$ cat src/design/srqt_ram.sv
// ----------------------------------------------------------------------------
// srqt_ram: generic single-port-write, single-read memory
// One write and one registered read per cycle.
// ----------------------------------------------------------------------------
module srqt_ram #(
  parameter int unsigned WIDTH = 8,
  parameter int unsigned DEPTH = 16
) (
  input  logic                     clk,
  input  logic                     we,
  input  logic [$clog2(DEPTH)-1:0] waddr,
  input  logic [WIDTH-1:0]         wdata,
  input  logic [$clog2(DEPTH)-1:0] raddr,
  output logic [WIDTH-1:0]         rdata
);

  logic [WIDTH-1:0] mem [DEPTH];

  always_ff @(posedge clk) begin
    if (we) begin
      mem[waddr] <= wdata;
    end
    rdata <= mem[raddr];
  end

endmodule

$ cat config.mk
export PLATFORM = sky130hd
export DESIGN_NAME = srqt_ram
export DESIGN_NICKNAME = d
export VERILOG_FILES = /design/src/design/srqt_ram.sv
export SDC_FILE = /design/constraint.sdc
export NUM_CORES = 1
export LEC_CHECK = 0
export BUFFER_PORTS_ARGS = -buffer_cell sky130_fd_sc_hd__buf_2
export CORE_ASPECT_RATIO = 0.6
export CORE_MARGIN = 2
export CORE_UTILIZATION = 45
export CTS_CLUSTER_SIZE = 25
export DETAILED_ROUTE_END_ITERATION = 6
export SYNTH_ARGS = -nofsm -noshare
export SYNTH_HDL_FRONTEND = slang
export SYNTH_SLANG_ARGS = --single-unit
$ cat constraint.sdc
create_clock -name clk -period 1.9 [get_ports clk]
set_clock_uncertainty 0.1 [all_clocks]
set_input_delay 0 -clock clk [delete_from_list [all_inputs] [get_ports clk]]
set_output_delay 0 -clock clk [all_outputs]
set_load 0.01 [all_outputs]
## Word level (Yosys, flattened, before mapping)

Memory sizes are Yosys's and may differ from the RTL's. A register that Yosys moved wholly into a read port is not among the register bits.
Cells that the tools add are included.

- Bits in registers: 0
- Latch bits: 0
- Bits in writable memories: 128
- Bits in read-only memories: 0
- Bits of input ports: 18
- Logic and storage cells: 3
- Memories: 1

Memory list:

| memory | words | width | rd ports | clocked after memory_dff | wr ports | RTL line | text |
|---|---|---|---|---|---|---|---|
| mem | 16 | 8 | 1 | 1 | 1 | 17 | `logic [WIDTH-1:0] mem [DEPTH];` |

- Add/sub/neg operators: 0
- Multiply operators: 0
- Divide/modulo/power cells: 0
- Magnitude comparators: 0
- Equality and inequality tests: 0
- Shifts and indexed selects: 0
- Mux-type cells: 2
- Bitwise operators: 0
- Reductions and logical operators: 0

Operators with widths:

| kind | number |
|---|---|
| two-way mux 1 bit | 2 |

## Logic depth before layout (Yosys ltp)

Gate-level depths: netlist (run 1).

- Word-level depth: 2
- Mapped depth: 5
- Mapped depth without buffers: 3

## Worst setup path before layout (run 1)

OpenSTA, ideal clock, no wires.

- Path type: input -> register
- Start point: in waddr[2]
- End point: mem mem[0][0], enable pin
- Arrival: 1,110 ps
- Required time: 1,417 ps
- Setup slack: 307 ps
- Cell stages on the path: 2
- Buffers on the path: 0
- Cells stage by stage: or3b_2 > nor3_1

RTL lines:

| element | RTL line | text |
|---|---|---|
| from (decl) | 11 | `input logic [$clog2(DEPTH)-1:0] waddr,` |
| to (decl) | 17 |  |

Straight into the memory's write port.

## Worst setup path in the final report (run 1)

- Start point: in waddr[3]
- End point: mem mem[1][3], enable pin

Straight into the memory's write port.

==> flow_summary.ini, run 1 <==
[worst_setup_path]
arrival_ns = 1.84
cp-end-kind = register
r2r-start = mem[0][2]$_DFFE_PP_
ff2ff_setup_slack_ns = 0.47
crit_top_cell = dlygate4sd3_1
reg2regPathDepth = 3
critPathLaunch = waddr[3]
path_class = input port to register
slowest_delay_ns = 0.56
start_kind = input port
r2r_end = rdata[2]$_DFF_P_
crit_path_top_delay_cell = dlygate4sd3_1
cp_cell_sequence = dlygate4sd3_1, buf_2, or3b_2, nor2_2, dlygate4sd3_1
required_ns = 1.92
critPathMaxFanout = 4

[clock_tree]
clk_pin_slew_ns = 0.06
clockBufferDepth = 2
clock_latency_ns = 0.40
htree_levels = 4
clock-sinks = 136
cts_setup_buffers = 0
tritoncts.num_buffers = 17
cts_tree = built
ctsRootBufferMaster = clkbuf_16

[cells_and_area]
fin_cells = 454
final_cell_mix = edfxtp_1, buf_2, buf_4, mux4_2, clkbuf_16
layout-drive-gt1-share_pct = 30.00
layout.nets = 315
fin_area_sq_um = 6176
area_delta_synth_final_pct = 19.98
layout_commonest_cell = edfxtp_1
nFillCells = 862
n_antenna_cell = 0
final_util_pct = 55.03

[power_and_ir_drop]
clock_power_share_pct = 42.8
p_leak_nw = 2.113
comb_power_share_pct = 5.1
total_power_mw = 6.486
power.switching_mw = 1.343
internal-power_mw = 5.143
peakVddDrop_mv = 0.5758
p_seq_share_pct = 52.1
p_per_area_nw_per_um2 = 1050
p_sw_share_pct = 20.71

[global_route]
grt_pass1_vias = 2622
grt_overflow_total = 0
grt_max_degree = 33
grt_use_met1_pct = 26.93
grt_busiest_layer = met1
met3_usage_pct = 5.193
grt.met2_usage_pct = 26.09
antenna_found_initial = 0
grt_first_pass_wirelength_microns = 15540
track_usage_pct = 18.21

[routing]
drcViolationCount = 0
wl_per_cell_microns = 22.31
vias_per_cell = 5.544
ant_nets = 0
dr.pass1.iters = 5
vias = 2517
routed_wl_microns = 10130
drt_iter0_markers = 184

[die]
rows = 30
io_pins = 26
start_util_pct = 45.86
chipHeight_microns = 86.85
die_w_microns = 142.1
core_area_sq_um = 11220
dieArea_sq_um = 12340

[sta]
rsz0062_at_grt = false
fin_tns_setup_ns = 0
tightest_slew_ns = 0.4455
whs_ns = 0.05893
final.period_utilization_pct = 95.76
slew_headroom_pct = 70.19
worst_slack_ns = 0.08061
finalSetupViolCount = 0
finalHoldViolCount = 0
fin_crit_ns = 1.819
drv_slew = 0
max_clock_freq_mhz = 549.6

[synthesis]
syn-num-nets = 247
synthCells = 229
avgSynthCellArea_sq_um = 22.48
synth_top_area_share_pct = 74.67
synth_seq_cells = 136
syn-cell-area_sq_um = 5147
synth_seq_area_share_pct = 77.78
synth_cell_types = 19
ys_warn_count = 0
synth_area_leaders = edfxtp_1, mux4_2, mux4_1
synth_top_area_cell = edfxtp_1

[placement]
postPlaceCellArea_sq_um = 5564
io_buffers = 25
place_hpwl_microns = 6430
place_inst = 411
place_congestion = 0.7500
preCtsSetupSlack_ns = 0.3153

[hold_path]
hold_depth = 3
hold_end = mem[4][7]$_DFFE_PP_
worstHoldStart = waddr[0]
hp-class = input port to register

[job]
drv_cap = 0

[outcome]
status = completed
## cells in the mapped netlist (all sizes together)
cell type and n:
nand2 9, nand3 1, dfxtp 8, and2b 1
a22oi 16, nand2b 2, edfxtp 128, nor3 4
buf 7, nor2 13, mux4 32, nor2b 1
and2 1, clkdlybuf4s25 3, or3b 1, nand3b 2
## sequential cells by signal (all words and copies together), names as in the netlist
name	flops
rdata	8
mem	128
## routing by layer
| layer | vias to the layer above | wire, microns | part of all wire (%) |
|---|---|---|---|
| met2 | 82 | 4416 | 44 |
| met5 | - | 0 | 0 |
| met1 | 1314 | 4806 | 47 |
| met3 | 8 | 826 | 8.2 |
| met4 | 0 | 77 | 0.76 |
| li1 | 1113 | - | - |
## worst max path at each step
| stage | to |
|---|---|
| final | mem[1][3]$_DFFE_PP_ |
| after global routing | mem[1][3]$_DFFE_PP_ |
| after CTS | mem[1][3]$_DFFE_PP_ |
| after detailed placement | rdata[2]$_DFF_P_ |
| after global placement | rdata[7]$_DFF_P_ |
| after floorplan | mem[0][0]$_DFFE_PP_ |
## cells by family after synthesis
family / Yosys count / share of synthesized area, %
muxes: 32 / 15.02
AOI/OAI and AO/OA: 16 / 2.334
and+or+nand+nor: 35 / 3.184
DFF: 136 / 77.78
buffers and inverters: 10 / 1.677
## power groups by stage
stage          clock network [mW]  registers, mW  logic, mW
2_1_floorplan                   0           3.44      0.170
3_3_place_gp                    0           3.44      0.318
3_5_place_dp                    0           3.44      0.323
4_1_cts                      2.85           3.38      0.339
5_1_grt                      2.98           3.38      0.362
6_report                     2.78           3.38      0.333
## repair_timing
item | 4_1_cts | 5_1_grt
resized for setup | 0 | 1
endpoints found under the hold margin | 130 | 0
endpoints found under the setup margin | 0 | 1
hold buffers | 11 | 0
## worst max-delay path, delay by kind of cell
kind / cells / cell delay (ns)
AND/OR/NAND/NOR: 2 / 0.61
buffers and inverters: 3 / 1.23
## area by class of cell
| class | count | area, sq um | share of cell area (%) |
|---|---|---|---|
| Clock inverter | 11 | 58.81 | 0.9522 |
| Multi-Input combinational cell | 83 | 1060 | 17.16 |
| Tap cell | 144 | 180.2 | 2.917 |
| Clock buffer | 21 | 440.4 | 7.131 |
| Timing Repair Buffer | 59 | 432.9 | 7.010 |
| Sequential cell | 136 | 4004 | 64.83 |
Power figures use the tool's default switching activity.
==> inputs of run 2 (changes only) <==
--- a/config.mk
+++ b/config.mk
@@ -6,11 +6,14 @@
 export NUM_CORES = 1
 export LEC_CHECK = 0
 export BUFFER_PORTS_ARGS = -buffer_cell sky130_fd_sc_hd__buf_2
+export CELL_PAD_IN_SITES_DETAIL_PLACEMENT = 1
+export CELL_PAD_IN_SITES_GLOBAL_PLACEMENT = 1
 export CORE_ASPECT_RATIO = 0.6
 export CORE_MARGIN = 2
 export CORE_UTILIZATION = 45
 export CTS_CLUSTER_SIZE = 25
 export DETAILED_ROUTE_END_ITERATION = 6
+export PLACE_DENSITY_LB_ADDON = 0.1
 export SYNTH_ARGS = -nofsm -noshare
 export SYNTH_HDL_FRONTEND = slang
 export SYNTH_SLANG_ARGS = --single-unit
==> run 2 against run 1 <==
First-iteration DRC count shrank 38%. Critical path type is now register to register. Largest power group unchanged. Sequential share of layout area shrank 0.13 points. Highest routed layer unchanged. Largest cell class unchanged. Non-clock buffer count shrank 6. Worst hold slack gained 0.0010 ns.
==> flow_summary.ini, run 2 (synthesis gave the netlist of run 1 again) <==
[routing]
drcViolationCount = 0
routed_wl_microns = 10090
wl_per_cell_microns = 22.58
vias = 2452
drt_iter0_markers = 115
dr.pass1.iters = 4
vias_per_cell = 5.485
ant_nets = 0

[cells_and_area]
n_antenna_cell = 0
fin_cells = 447
layout_commonest_cell = edfxtp_1
layout-drive-gt1-share_pct = 29.70
multi_input_area_sq_um = 1057
largest_reg_flops = 128
final_cell_mix = edfxtp_1, buf_2, mux4_2, buf_4, clkbuf_16
nFillCells = 979
layout.nets = 309
top_regs = mem x128, rdata x8
area_delta_synth_final_pct = 20.22
regArea_sq_um = 4004
largest_register = mem

[power_and_ir_drop]
internal-power_mw = 5.529
p_per_area_nw_per_um2 = 1109
comb_power_share_pct = 4.7
p_seq_share_pct = 49.2
p_sw_share_pct = 19.43
clock_power_share_pct = 46.0
p_leak_nw = 2.121
peakVddDrop_mv = 0.6240
power.switching_mw = 1.333

[hold_path]
hold_end = mem[10][5]$_DFFE_PP_
hold_depth = 3
worstHoldStart = waddr[1]
hp-class = input port to register

[worst_setup_path]
path_class = register to register
start_kind = register
r2r_end = rdata[2]$_DFF_P_
cp-end-kind = register
ff2ff_setup_slack_ns = 0.46
r2r-start = mem[1][2]$_DFFE_PP_
arrival_ns = 1.63
reg2regPathDepth = 3
required_ns = 2.09
critPathMaxFanout = 1

[outcome]
status = completed

[placement]
place_inst = 408
place_hpwl_microns = 6548
io_buffers = 25
place_congestion = 0.6752

[clock_tree]
cts_tree = built
cts_resized = 0
cts_setup_buffers = 0
holdBufCountCts = 8
tritoncts.num_buffers = 17
clock-sinks = 136
clockBufferDepth = 2
clock_latency_ns = 0.41
clk_pin_slew_ns = 0.06
htree_levels = 4
ctsRootBufferMaster = clkbuf_16

[sta]
fin_tns_setup_ns = 0
max_clock_freq_mhz = 695.8
finalSetupViolCount = 0
tightest_slew_ns = 0.4657
final.period_utilization_pct = 75.64
slew_headroom_pct = 68.96
rsz0062_at_grt = false
fin_crit_ns = 1.437
finalHoldViolCount = 0
drv_slew = 0

[global_route]
grt_overflow_total = 0
grt_max_degree = 33
antenna_found_initial = 0
grt_first_pass_wirelength_microns = 15590
track_usage_pct = 18.32
grt_pass1_vias = 2553

[die]
dieArea_sq_um = 12340
start_util_pct = 45.86
chipHeight_microns = 86.85
rows = 30
core_area_sq_um = 11220
io_pins = 26
die_w_microns = 142.1

[job]
drv_cap = 0
run 2: layout make-up:
class | count | area share (%)
clock buffers | 19 | 6.996
clock inverters | 12 | 2.163
multi-input cells | 83 | 17.08
flip-flops and latches | 136 | 64.70
well taps | 144 | 2.911
repair buffers | 53 | 6.146
run 2: worst max-delay path by stage:
stage / start / to / slack, ns / cells past startpoint
4_1_cts: mem[1][2]$_DFFE_PP_ / rdata[2]$_DFF_P_ / 0.44 / 3
3_3_place_gp: raddr[0] / rdata[5]$_DFF_P_ / 0.34 / 5
3_5_place_dp: raddr[0] / rdata[5]$_DFF_P_ / 0.35 / 5
2_1_floorplan: waddr[2] / mem[0][0]$_DFFE_PP_ / 0.31 / 2
5_1_grt: mem[1][2]$_DFFE_PP_ / rdata[2]$_DFF_P_ / 0.40 / 3
6_report: mem[1][2]$_DFFE_PP_ / rdata[2]$_DFF_P_ / 0.46 / 3
run 2: metal layers:
metal / share of wire [%] / wire length (microns) / vias to the layer above / GRT usage, %
met2: 43 / 4384 / 61 / 25.52
met3: 6.0 / 605 / 14 / 5.193
met5: 0 / 0 / - / 0
met4: 1.2 / 124 / 0 / 6.545
li1: - / - / 1095 / -
met1: 49 / 4980 / 1282 / 27.74
run 2: worst max-delay path, stage by stage (launching register included):
cell	delay (ns)
edfxtp_1	0.40
mux4_1	0.52
a22oi_1	0.23
nand2_1	0.07
run 2: stage by stage:
| stage | power, mW | instance area (sq um) | setup slack, ns | hold WS, ns | utilization [%] |
|---|---|---|---|---|---|
| after floorplan | 3.610 | 5147 | 0.3071 | -0.001131 | - |
| after global placement | 3.753 | 5542 | 0.3400 | 0.2929 | 49.38 |
| after detailed placement | 3.758 | 5542 | 0.3528 | 0.2978 | 49.38 |
| after CTS | 6.940 | 6188 | 0.4414 | 0.04324 | 55.14 |
| after global routing | 7.095 | 6188 | 0.3990 | 0.06870 | 55.14 |
| final | 6.863 | 6188 | 0.4629 | 0.05995 | 55.14 |
run 2: power by group through the flow:
stage,Sequential (mW),Combinational (mW),Clock [mW]
5_1_grt,3.38,0.359,3.36
4_1_cts,3.38,0.334,3.23
3_3_place_gp,3.44,0.316,0
6_report,3.38,0.326,3.16
3_5_place_dp,3.44,0.320,0
2_1_floorplan,3.44,0.170,0
